==> config.mk <==
export PLATFORM = sky130hd
export DESIGN_NAME = diff_drive_wheel_speed_flat
export DESIGN_NICKNAME = d
export VERILOG_FILES = /design/src/design/dds_pkg.sv /design/src/design/dds_ifs.sv /design/src/design/diff_drive_wheel_speed.sv /design/src/flat_wrapper.sv
export SDC_FILE = /design/constraint.sdc
export NUM_CORES = 1
export LEC_CHECK = 0
export ABC_AREA = 1
export BUFFER_PORTS_ARGS = -buffer_cell sky130_fd_sc_hd__buf_4
export CAP_MARGIN = 20
export CORE_ASPECT_RATIO = 0.6
export CORE_MARGIN = 2
export CORE_UTILIZATION = 31
export DETAILED_ROUTE_END_ITERATION = 8
export SYNTH_ARGS = -nofsm -noshare
export SYNTH_HDL_FRONTEND = slang
export SYNTH_SLANG_ARGS = --single-unit
==> constraint.sdc <==
create_clock -name clk -period 6.4 [get_ports clk]
set_input_delay 1.28 -clock clk [delete_from_list [all_inputs] [get_ports clk]]
set_output_delay 1.28 -clock clk [all_outputs]
set_load 0.1 [all_outputs]
==> src/design/dds_pkg.sv <==
// Shared constants and widths for the differential-drive wheel speed block.
package dds_pkg;

  localparam int ANG_W  = 16;
  localparam int SPD_W  = 16;
  localparam int WHL_W  = 14;
  localparam int RATE_W = 24;
  localparam int CFG_W  = 16;
  localparam int ERR_W  = 15;
  localparam int ANGX_W = 17;

  localparam int MC_W  = 24;
  localparam int MP_W  = 16;
  localparam int PR_W  = MC_W + MP_W;
  localparam int CNT_W = 4;

  localparam int PADDR_W = 3;
  localparam int PDATA_W = 32;

  localparam logic REG_ROT_GAIN = 1'b0;
  localparam logic REG_INV_STEP = 1'b1;

  localparam logic [CFG_W-1:0] ROT_GAIN_RST = 16'd12288;
  localparam logic [CFG_W-1:0] INV_STEP_RST = 16'd5120;

  // Angles carry 12 fraction bits.
  localparam logic signed [ANGX_W-1:0] PI_Q     = 17'sd12861;
  localparam logic signed [ANGX_W-1:0] TWO_PI_Q = 17'sd25722;
  localparam logic signed [ANGX_W-1:0] REV_TH_Q = 17'sd7074;
  localparam logic signed [ANGX_W-1:0] DEAD_Q   = 17'sd572;

  localparam logic [15:0] ROT_MIN_Q = 16'd2048;
  localparam logic [15:0] ROT_MAX_Q = 16'd12288;
  localparam logic [16:0] SPD_MIN_Q = 17'd3277;
  localparam logic [16:0] SPD_MAX_Q = 17'd16384;

  // Division by five through a reciprocal; inputs at or above the clamp
  // already exceed the rotation limit.
  localparam logic [MP_W-1:0] U_CLAMP = 16'd61445;
  localparam logic [MP_W-1:0] RECIP5  = 16'd52429;

endpackage

==> src/design/dds_ifs.sv <==
// Valid/ready channel interfaces for the input and result items.
interface dds_in_if;
  import dds_pkg::*;
  logic                    valid;
  logic                    ready;
  logic signed [ANG_W-1:0] heading_error;
  logic signed [SPD_W-1:0] speed_demand;
  modport source (output valid, heading_error, speed_demand, input ready);
  modport sink (input valid, heading_error, speed_demand, output ready);
endinterface

interface dds_out_if;
  import dds_pkg::*;
  logic                    valid;
  logic                    ready;
  logic signed [WHL_W-1:0] left_wheel;
  logic signed [WHL_W-1:0] right_wheel;
  logic                    reversing;
  modport source (output valid, left_wheel, right_wheel, reversing, input ready);
  modport sink (input valid, left_wheel, right_wheel, reversing, output ready);
endinterface

==> src/design/diff_drive_wheel_speed.sv <==
// Heading controller producing left and right wheel speed commands.
// An input is accepted only in the idle state, so an item runs to its result
// before the next is taken; three 16-step passes of the shared bit-serial
// multiplier carry out its rotation, divide-by-five and turn-rate products.
// A new input is accepted while an earlier result still waits on the output.
// Synchronous active-low reset restores gains to their defaults and clears the turn rate.
module diff_drive_wheel_speed (
  input  logic                          clk,
  input  logic                          rst_n,
  dds_in_if.sink                        in_if,
  dds_out_if.source                     out_if,
  input  logic                          psel,
  input  logic                          penable,
  input  logic                          pwrite,
  input  logic [dds_pkg::PADDR_W-1:0]   paddr,
  input  logic [dds_pkg::PDATA_W-1:0]   pwdata,
  output logic [dds_pkg::PDATA_W-1:0]   prdata,
  output logic                          pready
);
  import dds_pkg::*;

  typedef enum logic [3:0] {
    S_IDLE, S_WRAP, S_SEL, S_MROT, S_DSET, S_DIV5, S_RSET, S_MRATE, S_RATE,
    S_SUM, S_OUT
  } state_t;

  state_t                   state_r;
  logic [CFG_W-1:0]         rot_gain_r;
  logic [CFG_W-1:0]         inv_step_r;
  logic signed [RATE_W-1:0] turn_rate_r;
  logic signed [ANG_W-1:0]  hdg_r;
  logic signed [SPD_W-1:0]  spd_r;
  logic signed [ERR_W-1:0]  err_r;
  logic signed [ERR_W-1:0]  erate_r;
  logic                     back_r;
  logic [PR_W-1:0]          mul_r;
  logic [MC_W-1:0]          mc_r;
  logic [CNT_W-1:0]         cnt_r;
  logic [13:0]              rotq_r;
  logic signed [15:0]       rot_r;
  logic signed [15:0]       spdl_r;
  logic signed [15:0]       left_r;
  logic signed [15:0]       right_r;
  logic                     out_valid_r;
  logic [WHL_W-1:0]         left_out_r;
  logic [WHL_W-1:0]         right_out_r;
  logic                     rev_out_r;

  logic                     reg_idx;
  logic                     cfg_wr;
  logic                     out_load;
  logic [MC_W:0]            add_s;
  logic [PR_W-1:0]          mul_nxt;
  logic signed [ANGX_W-1:0] h_ext;
  logic signed [ANGX_W-1:0] err_nxt;
  logic signed [ANGX_W-1:0] e_ext;
  logic signed [ANGX_W-1:0] e_mag;
  logic signed [ANGX_W-1:0] e_turn;
  logic                     back_nxt;
  logic signed [ANGX_W-1:0] erate_nxt;
  logic signed [ANGX_W-1:0] er_ext;
  logic signed [ANGX_W-1:0] er_mag;
  logic [MC_W-1:0]          tr_mag;
  logic [25:0]              u_val;
  logic [MP_W-1:0]          u_nxt;
  logic [15:0]              q_val;
  logic [15:0]              rotq_nxt;
  logic [16:0]              s_ext;
  logic [16:0]              s_mag;
  logic [16:0]              s_lim;
  logic [15:0]              spdl_nxt;
  logic [RATE_W-1:0]        rate_mag;
  logic [RATE_W-1:0]        rate_nxt;
  logic [15:0]              rot_nxt;
  logic signed [15:0]       sum_a;
  logic signed [15:0]       sum_d;

  function automatic logic [WHL_W-1:0] wheel_cmd(input logic signed [15:0] s);
    logic [15:0] mag;
    logic [20:0] m25;
    logic [WHL_W-1:0] w;
    mag = s[15] ? (~s + 16'd1) : s;
    m25 = ({5'd0, mag} << 4) + ({5'd0, mag} << 3) + {5'd0, mag};
    w = m25[20:7];
    return s[15] ? (~w + 14'd1) : w;
  endfunction

  assign reg_idx = paddr[PADDR_W-1];
  assign cfg_wr  = psel & penable & pwrite & pready;
  assign pready  = 1'b1;
  assign prdata  = {{(PDATA_W-CFG_W){1'b0}},
                    (reg_idx == REG_INV_STEP) ? inv_step_r : rot_gain_r};

  assign in_if.ready        = (state_r == S_IDLE);
  assign out_if.valid       = out_valid_r;
  assign out_if.left_wheel  = left_out_r;
  assign out_if.right_wheel = right_out_r;
  assign out_if.reversing   = rev_out_r;

  assign out_load = (state_r == S_OUT) && (!out_valid_r || out_if.ready);

  assign add_s   = {1'b0, mul_r[PR_W-1:MP_W]} + (mul_r[0] ? {1'b0, mc_r} : '0);
  assign mul_nxt = {add_s, mul_r[MP_W-1:1]};

  always_comb begin
    h_ext = {hdg_r[ANG_W-1], hdg_r};
    if (h_ext > PI_Q) begin
      err_nxt = h_ext - TWO_PI_Q;
    end else if (h_ext < -PI_Q) begin
      err_nxt = h_ext + TWO_PI_Q;
    end else begin
      err_nxt = h_ext;
    end
  end

  always_comb begin
    e_ext    = {{(ANGX_W-ERR_W){err_r[ERR_W-1]}}, err_r};
    e_mag    = e_ext[ANGX_W-1] ? -e_ext : e_ext;
    back_nxt = (e_mag > REV_TH_Q);
    e_turn   = e_ext + PI_Q;
    if (!back_nxt) begin
      erate_nxt = e_ext;
    end else if (e_turn > PI_Q) begin
      erate_nxt = e_turn - TWO_PI_Q;
    end else begin
      erate_nxt = e_turn;
    end
    tr_mag = turn_rate_r[RATE_W-1] ? (~turn_rate_r + 24'd1) : turn_rate_r;
  end

  always_comb begin
    u_val = mul_r[PR_W-1:14];
    u_nxt = (u_val >= {10'd0, U_CLAMP}) ? U_CLAMP : u_val[MP_W-1:0];
    q_val = mul_r[33:18];
    if (q_val == 16'd0) begin
      rotq_nxt = 16'd0;
    end else if (q_val < ROT_MIN_Q) begin
      rotq_nxt = ROT_MIN_Q;
    end else if (q_val > ROT_MAX_Q) begin
      rotq_nxt = ROT_MAX_Q;
    end else begin
      rotq_nxt = q_val;
    end
    s_ext = {spd_r[SPD_W-1], spd_r};
    s_mag = spd_r[SPD_W-1] ? (~s_ext + 17'd1) : s_ext;
    if (s_mag == 17'd0) begin
      s_lim = 17'd0;
    end else if (s_mag < SPD_MIN_Q) begin
      s_lim = SPD_MIN_Q;
    end else if (s_mag > SPD_MAX_Q) begin
      s_lim = SPD_MAX_Q;
    end else begin
      s_lim = s_mag;
    end
    spdl_nxt = spd_r[SPD_W-1] ? (~s_lim[15:0] + 16'd1) : s_lim[15:0];
  end

  always_comb begin
    er_ext   = {{(ANGX_W-ERR_W){erate_r[ERR_W-1]}}, erate_r};
    er_mag   = er_ext[ANGX_W-1] ? -er_ext : er_ext;
    rate_mag = (er_mag < DEAD_Q) ? '0 : {2'd0, mul_r[29:8]};
    rate_nxt = erate_r[ERR_W-1] ? (~rate_mag + 24'd1) : rate_mag;
    rot_nxt  = turn_rate_r[RATE_W-1] ? (~{2'd0, rotq_r} + 16'd1) : {2'd0, rotq_r};
    sum_a    = spdl_r + rot_r;
    sum_d    = spdl_r - rot_r;
  end

  always_ff @(posedge clk) begin
    if (!rst_n) begin
      state_r     <= S_IDLE;
      rot_gain_r  <= ROT_GAIN_RST;
      inv_step_r  <= INV_STEP_RST;
      turn_rate_r <= '0;
      out_valid_r <= 1'b0;
      cnt_r       <= '0;
    end else begin
      if (cfg_wr) begin
        if (reg_idx == REG_INV_STEP) begin
          inv_step_r <= pwdata[CFG_W-1:0];
        end else begin
          rot_gain_r <= pwdata[CFG_W-1:0];
        end
      end
      if (out_load) begin
        out_valid_r <= 1'b1;
      end else if (out_if.ready) begin
        out_valid_r <= 1'b0;
      end
      unique case (state_r)
        S_IDLE: begin
          if (in_if.valid) begin
            hdg_r   <= in_if.heading_error;
            spd_r   <= in_if.speed_demand;
            state_r <= S_WRAP;
          end
        end
        S_WRAP: begin
          err_r   <= err_nxt[ERR_W-1:0];
          state_r <= S_SEL;
        end
        S_SEL: begin
          back_r  <= back_nxt;
          erate_r <= erate_nxt[ERR_W-1:0];
          mc_r    <= tr_mag;
          mul_r   <= {{MC_W{1'b0}}, rot_gain_r};
          cnt_r   <= '0;
          state_r <= S_MROT;
        end
        S_MROT: begin
          mul_r <= mul_nxt;
          cnt_r <= cnt_r + 4'd1;
          if (cnt_r == '1) begin
            state_r <= S_DSET;
          end
        end
        S_DSET: begin
          mc_r    <= {{(MC_W-MP_W){1'b0}}, RECIP5};
          mul_r   <= {{MC_W{1'b0}}, u_nxt};
          state_r <= S_DIV5;
        end
        S_DIV5: begin
          mul_r <= mul_nxt;
          cnt_r <= cnt_r + 4'd1;
          if (cnt_r == '1) begin
            state_r <= S_RSET;
          end
        end
        S_RSET: begin
          rotq_r  <= rotq_nxt[13:0];
          spdl_r  <= spdl_nxt;
          mc_r    <= {{(MC_W-ANGX_W){1'b0}}, er_mag};
          mul_r   <= {{MC_W{1'b0}}, inv_step_r};
          state_r <= S_MRATE;
        end
        S_MRATE: begin
          mul_r <= mul_nxt;
          cnt_r <= cnt_r + 4'd1;
          if (cnt_r == '1) begin
            state_r <= S_RATE;
          end
        end
        S_RATE: begin
          rot_r       <= rot_nxt;
          turn_rate_r <= rate_nxt;
          state_r     <= S_SUM;
        end
        S_SUM: begin
          left_r  <= back_r ? -sum_a : sum_d;
          right_r <= back_r ? -sum_d : sum_a;
          state_r <= S_OUT;
        end
        S_OUT: begin
          if (out_load) begin
            left_out_r  <= wheel_cmd(left_r);
            right_out_r <= wheel_cmd(right_r);
            rev_out_r   <= back_r;
            state_r     <= S_IDLE;
          end
        end
        default: begin
          state_r <= S_IDLE;
        end
      endcase
    end
  end

endmodule

==> src/flat_wrapper.sv <==
// flat-port wrapper written by rule: the top's interface ports become plain ports
module diff_drive_wheel_speed_flat import dds_pkg::*;
  (clk, rst_n, psel, penable, pwrite, paddr, pwdata, prdata, pready, in_if_valid, in_if_heading_error, in_if_speed_demand, in_if_ready, out_if_valid, out_if_left_wheel, out_if_right_wheel, out_if_reversing, out_if_ready);
  dds_in_if in_if_i ();
  dds_out_if out_if_i ();
  input  logic clk;
  input  logic rst_n;
  input  logic psel;
  input  logic penable;
  input  logic pwrite;
  input  logic [dds_pkg::PADDR_W-1:0] paddr;
  input  logic [dds_pkg::PDATA_W-1:0] pwdata;
  output logic [dds_pkg::PDATA_W-1:0] prdata;
  output logic pready;
  input wire logic [$bits(in_if_i.valid)-1:0] in_if_valid;
  input wire logic [$bits(in_if_i.heading_error)-1:0] in_if_heading_error;
  input wire logic [$bits(in_if_i.speed_demand)-1:0] in_if_speed_demand;
  output wire logic [$bits(in_if_i.ready)-1:0] in_if_ready;
  output wire logic [$bits(out_if_i.valid)-1:0] out_if_valid;
  output wire logic [$bits(out_if_i.left_wheel)-1:0] out_if_left_wheel;
  output wire logic [$bits(out_if_i.right_wheel)-1:0] out_if_right_wheel;
  output wire logic [$bits(out_if_i.reversing)-1:0] out_if_reversing;
  input wire logic [$bits(out_if_i.ready)-1:0] out_if_ready;
  assign in_if_i.valid = in_if_valid;
  assign in_if_i.heading_error = in_if_heading_error;
  assign in_if_i.speed_demand = in_if_speed_demand;
  assign in_if_ready = in_if_i.ready;
  assign out_if_valid = out_if_i.valid;
  assign out_if_left_wheel = out_if_i.left_wheel;
  assign out_if_right_wheel = out_if_i.right_wheel;
  assign out_if_reversing = out_if_i.reversing;
  assign out_if_i.ready = out_if_ready;
  diff_drive_wheel_speed u_core (.clk(clk), .rst_n(rst_n), .in_if(in_if_i), .out_if(out_if_i), .psel(psel), .penable(penable), .pwrite(pwrite), .paddr(paddr), .pwdata(pwdata), .prdata(prdata), .pready(pready));
endmodule
* Word-level counts from Yosys, hierarchy flattened
Index checks and enable logic that the tools add are counted.
W data, S select, Z words.
** Word-level totals
- Flip-flop bits (word level) :: 299
- Input bits :: 74
- Output and inout bits :: 64
** Cells by class
- Add/subtract/negate cells :: 25
- Order comparisons :: 10
- Equal/unequal tests :: 16
- Multiplexer cells :: 37
- Bitwise operators :: 12
- Reductions and logical operators :: 25
** Operators by type and width (number)
- $mux W16 :: 10
- $pmux W40 S4 :: 1
- $mux W24 :: 3
- $pmux W24 S3 :: 1
- $add A16 B1 Y16 const B :: 4
- $mux W15 :: 4
- $mux W14 :: 4
- $mux W17 :: 3
- $add A24 B1 Y24 const B :: 2
- $not A16 Y16 :: 3
- $not A24 Y24 :: 2
- $pmux W4 S11 :: 1
- $add A20 B19 Y21 :: 2
- $add A21 B16 Y21 :: 2
- $neg A15 Y17 :: 2
- $gt A16 B15 Y1 const B :: 2
- $neg A16 Y16 :: 2
- $sub A15 B14 Y15 const B :: 2
- $add A14 B1 Y14 const B :: 2
- $not A14 Y14 :: 2
- $ge A26 B16 Y1 const B :: 1
- $add A24 B24 Y25 :: 1
- $mux W22 :: 1
- $mux W4 :: 5
- other kinds (40) :: 63

* Logic depth before layout (Yosys ltp)
- Word-level depth :: 10
- Depth in mapped cells :: 29
- Gate-level depth less buffers :: 29

* Worst setup path before layout
No wires, ideal clock.
- Kind :: input-to-reg
- Start point :: input port rst_n
- End point :: register u_core.mul_r[0] (enable)
- Library setup time :: 487 ps
- Data arrival time :: 4435 ps
- Path slack :: 1478 ps
- Stages :: 3
- Path through :: clkinv_1 -> clkbuf_1 -> nor3_1
** Between the ends
- Word-level cells in the longest chain between the ends :: 1
** Ends and longest elaborated chain
- start: declaration :: line flat_wrapper.sv:7 : input logic rst_n;
- $reduce_and A2 Y1 (no source line)
- end signal: assignment :: line diff_drive_wheel_speed.sv:205 : mul_r <= {{MC_W{1'b0}}, rot_gain_r};
- end signal: assignment :: line diff_drive_wheel_speed.sv:210 : mul_r <= mul_nxt;
- end signal: assignment :: line diff_drive_wheel_speed.sv:218 : mul_r <= {{MC_W{1'b0}}, u_nxt};
- end: declaration :: line diff_drive_wheel_speed.sv:36 : logic [PR_W-1:0] mul_r;
No other way between the ends.
A chain may end at the register's enable or synchronous reset.

* Worst setup path in the final report
- Start point :: register u_core.left_r[15]
- End point :: register u_core.left_out_r[13] (netlist: u_core.out_if.left_wheel[13]), data pin
** Between the ends
- Word-level cells in the longest chain between the ends :: 8
** Ends and longest elaborated chain
- start: declaration :: line diff_drive_wheel_speed.sv:42 : logic signed [15:0] left_r;
- start signal: assignment :: line diff_drive_wheel_speed.sv:248 : left_r <= back_r ? -sum_a : sum_d;
- $not A16 Y16 :: line diff_drive_wheel_speed.sv:82 : mag = s[15] ? (~s + 16'd1) : s;
- $add A16 B1 Y16 :: line diff_drive_wheel_speed.sv:82
- $mux W16 :: line diff_drive_wheel_speed.sv:82
- $add A20 B19 Y21 :: line diff_drive_wheel_speed.sv:83 : m25 = ({5'd0, mag} << 4) + ({5'd0, mag} << 3) + {5'd0, mag};
- $add A21 B16 Y21 :: line diff_drive_wheel_speed.sv:83
- $not A14 Y14 :: line diff_drive_wheel_speed.sv:85 : return s[15] ? (~w + 14'd1) : w;
- $add A14 B1 Y14 :: line diff_drive_wheel_speed.sv:85
- $mux W14 * :: line diff_drive_wheel_speed.sv:85
- end signal: assignment :: line diff_drive_wheel_speed.sv:254 : left_out_r <= wheel_cmd(left_r);
- end: declaration :: line diff_drive_wheel_speed.sv:45 : logic [WHL_W-1:0] left_out_r;
Every way passes the cells marked *; elsewhere a longest branch is shown, timed or not.

==> reports/qor.txt <==
Status -> completed
Setup bufs post-CTS -> 0
Final core occ -> 35.39%
# resized after CTS -> 0
CP max stage cell -> edfxtp_1
LEAKAGE -> 12.13 nW
Commonest non-fill, non-tap cell in the layout -> nand2_1
Clk buf depth -> 3
Length of the first detailed-routing pass in iterations -> 6
Worst slew pin tran -> 969.6 ps
Internal reg-to-reg setup slack -> 1220 ps
Initial Util -> 31.44%
Pwr per Cell Area -> 256.2 nW/um2
Final hold viol count -> 0
Fmax -> 193.0 MHz
Hold Startpoint -> u_core.turn_rate_r[22]
Initial antenna violation count -> 0
Synth Flop Type -> edfxtp_1
Row cnt -> 77
CTS buffer count -> 35
Remaining DRCs -> 0
WP data required -> 6710 ps
CP delay by family, top -> simple AND/OR/NAND/NOR gates
Rel. slew slack -> 35.21%
Final setup TNS -> 0 ps
Fin Hold WS -> 477.8 ps
Ys Warns -> 0
Clock root buffer -> clkbuf_16
CP Data Arrival Time -> 5490 ps
Placed cell area -> 24,990 um2
Reg2reg start -> u_core.left_r[15]
CTS Hold Bufs -> 0
Worst R2R End -> u_core.out_if.left_wheel[13]
Clk pin slew, worst setup/hold paths -> 60 ps
Layout Nets -> 3,465
Post-route cell area -> 26,190 um2
WP buf/inv -> 3
Critical path class -> register to register
H-tree depth -> 2
Worst skew pair latency -> 580 ps
Die area -> 77,330 um2
RSZ-0062 raised after global routing -> false
Setup ws final -> 1220 ps
Synth Register Bits -> 298
Placed Instances -> 4,205
Sequential area share after synthesis -> 35.67%
Chip width -> 357.7 um
Global-route wire length before repair -> 99.35 mm
Worst path cell trace -> clkinv_1 > or2_2 > xnor2_1 > xnor2_1 > inv_1 > ha_1 > a21o_1 > ha_1 > a21oi_1 > o21ai_0 > a21oi_1 > nand2_1 > nand2_1 > nand2_1 > xor2_1 > nand2_1 > nor2_1 > nand3_1 > nand2_1 > nand2_1 > nand2_1 > inv_1
Cells after synthesis -> 3,180
Total vias in the final route -> 20,820
Max-slew violation count -> 0
Hold Crit Class -> register to register
Final cell count without fillers -> 4,269
Area Overhead vs Synth -> 12.56%
Leading cell types by total area after synthesis -> edfxtp_1 (30%), nand2_1 (13%), inv_1 (7.1%), ha_1 (6.8%), dfxtp_1 (5.6%)
Placement Setup Slack -> 1379 ps
DP HPWL -> 47.13 mm
CTS tree -> done
Routed Antenna Nets -> 0
WHS Endpoint -> u_core.turn_rate_r[22]
Die Height -> 216.2 um
Hold depth -> 2
Core ar. -> 73,990 um2
Routed wire length -> 61.19 mm
CP startpoint kind -> register
Count of cell types in the netlist -> 64
Most frequent cells in the layout -> nand2_1 (794), inv_1 (441), nor2_1 (284)
Clk_skew -> 39.63 ps
Post-synth top area share -> 30.07%
Clock Sinks -> 298
Ant. Diodes -> 0
R2R cell count -> 22
Starting DRT DRC Count -> 2,080
Port bufs -> 102
Post-synth EDFFs -> 233
DR vias/cell -> 4.876
Global Route Usage Sum -> 15.68%
Largest net degree at the start of global routing -> 48
Grt ovf -> 0
Worst VDD drop -> 0.0002805 V
Avg Inst Size Synth -> 7.316 um2
Layout cells sized above 1 -> 9.019%
Final min period -> 5180 ps
Final Power -> 6.709 mW
Placer congestion estimate -> 0.8730
Slowest cell delay on critical path -> 870 ps
Num ports -> 138
Vias in the first global route -> 18,570
Final worst-path cycle share -> 80.94%
Cell accounting for the most synthesized area -> edfxtp_1
Mean routed wirelength per cell -> 14.33 um
Critical Path Fanout Max -> 23
CP endpoint kind -> register
Final setup violation count -> 0
Post-synth ARST share -> 0%
Crit path top cell by count -> nand2_1
Max cap viols -> 0
Synth Cell Area -> 23,260 um2
==> registers in the layout, summed over array words and instances, names as in the netlist, 4 cells and up <==
signal	cells
u_core.left_r	15
u_core.mc_r	24
u_core.rot_gain_r	16
u_core.out_if.right_wheel	14
u_core.mul_r	40
u_core.erate_r	15
u_core.out_if.left_wheel	14
u_core.right_r	16
u_core.err_r	15
u_core.spdl_r	16
u_core.turn_rate_r	24
u_core.state_r	4
u_core.spd_r	16
u_core.rotq_r	14
u_core.cnt_r	4
u_core.inv_step_r	16
u_core.rot_r	16
u_core.hdg_r	16
==> cell usage after synthesis, drive strengths merged (5+ instances only) <==
| library cell | number |
|---|---|
| o221ai | 5 |
| fa | 9 |
| xor2 | 136 |
| nor3 | 73 |
| clkbuf | 52 |
| a21oi | 171 |
| a21o | 23 |
| nand2 | 822 |
| buf | 45 |
| nor4 | 17 |
| edfxtp | 233 |
| inv | 463 |
| nand3 | 218 |
| nand4 | 46 |
| or2 | 11 |
| xnor2 | 30 |
| o31ai | 15 |
| a31oi | 8 |
| o21ai | 218 |
| clkinv | 6 |
| o21a | 6 |
| o2111ai | 13 |
| a21boi | 6 |
| o22ai | 14 |
| nor2 | 306 |
| dfxtp | 65 |
| o21bai | 6 |
| nand3b | 15 |
| ha | 127 |
==> cell families (layout without fill, tap and decap cells) <==
family          count (synthesis)  count (layout)  synth area share (%)
buf+inv                       566             653                 9.772
other cells                     2              17               0.03228
fa+ha+maj                     136             136                 7.605
flops                         298             298                 35.67
xor+xnor                      166             166                 6.411
compound gates                499             499                 12.20
simple gates                 1513            1513                 28.31
==> worst max-delay path by stage <==
stage | start | end | slack (ps) | cells past startpoint
2_1_floorplan | rst_n | u_core.mul_r[0] | 1480 | 3
3_3_place_gp | u_core.left_r[15] | u_core.out_if.left_wheel[13] | 1430 | 22
3_5_place_dp | u_core.left_r[15] | u_core.out_if.left_wheel[13] | 1380 | 22
4_1_cts | u_core.left_r[15] | u_core.out_if.left_wheel[13] | 1350 | 22
5_1_grt | u_core.left_r[15] | u_core.out_if.left_wheel[13] | 820 | 22
6_report | u_core.left_r[15] | u_core.out_if.left_wheel[13] | 1220 | 22
==> area by class of cell <==
| type | instances | area [um2] |
|---|---|---|
| Multi-Input combinational cell | 2331 | 12800 |
| Sequential cell | 298 | 8298 |
| Timing Repair Buffer | 120 | 900.9 |
| Clock buffer | 47 | 962.2 |
| Inverter | 469 | 1760 |
| Clock inverter | 17 | 232.7 |
| Tap cell | 987 | 1235 |
| Fill cell | 7830 | 47800 |
==> layer usage <==
layer / global-route usage [%] / vias to the layer above / wire, um
li1: - / 10600 / -
met1: 25.98 / 9531 / 33010
met2: 21.07 / 639 / 23280
met3: 2.316 / 47 / 4246
met4: 2.385 / 0 / 653
met5: 0 / - / 0
==> worst reg2reg max path, stage by stage, from the launching register on <==
cell      delay [ps]
edfxtp_1         870
clkinv_1         570
or2_2            440
xnor2_1          540
xnor2_1          190
inv_1             60
ha_1             170
a21o_1           150
ha_1             340
a21oi_1          300
o21ai_0          120
a21oi_1          130
nand2_1          100
nand2_1           70
nand2_1           50
xor2_1           290
nand2_1           90
nor2_1           120
nand3_1          110
nand2_1           70
nand2_1           60
nand2_1           50
inv_1             40
==> power by group <==
part           total, mW  internal, mW  switching, mW
combinational       2.02         0.610           1.40
clock               2.12          1.23          0.887
sequential          2.57          2.37          0.203
Note: power is estimated with default switching activity, not from simulation.
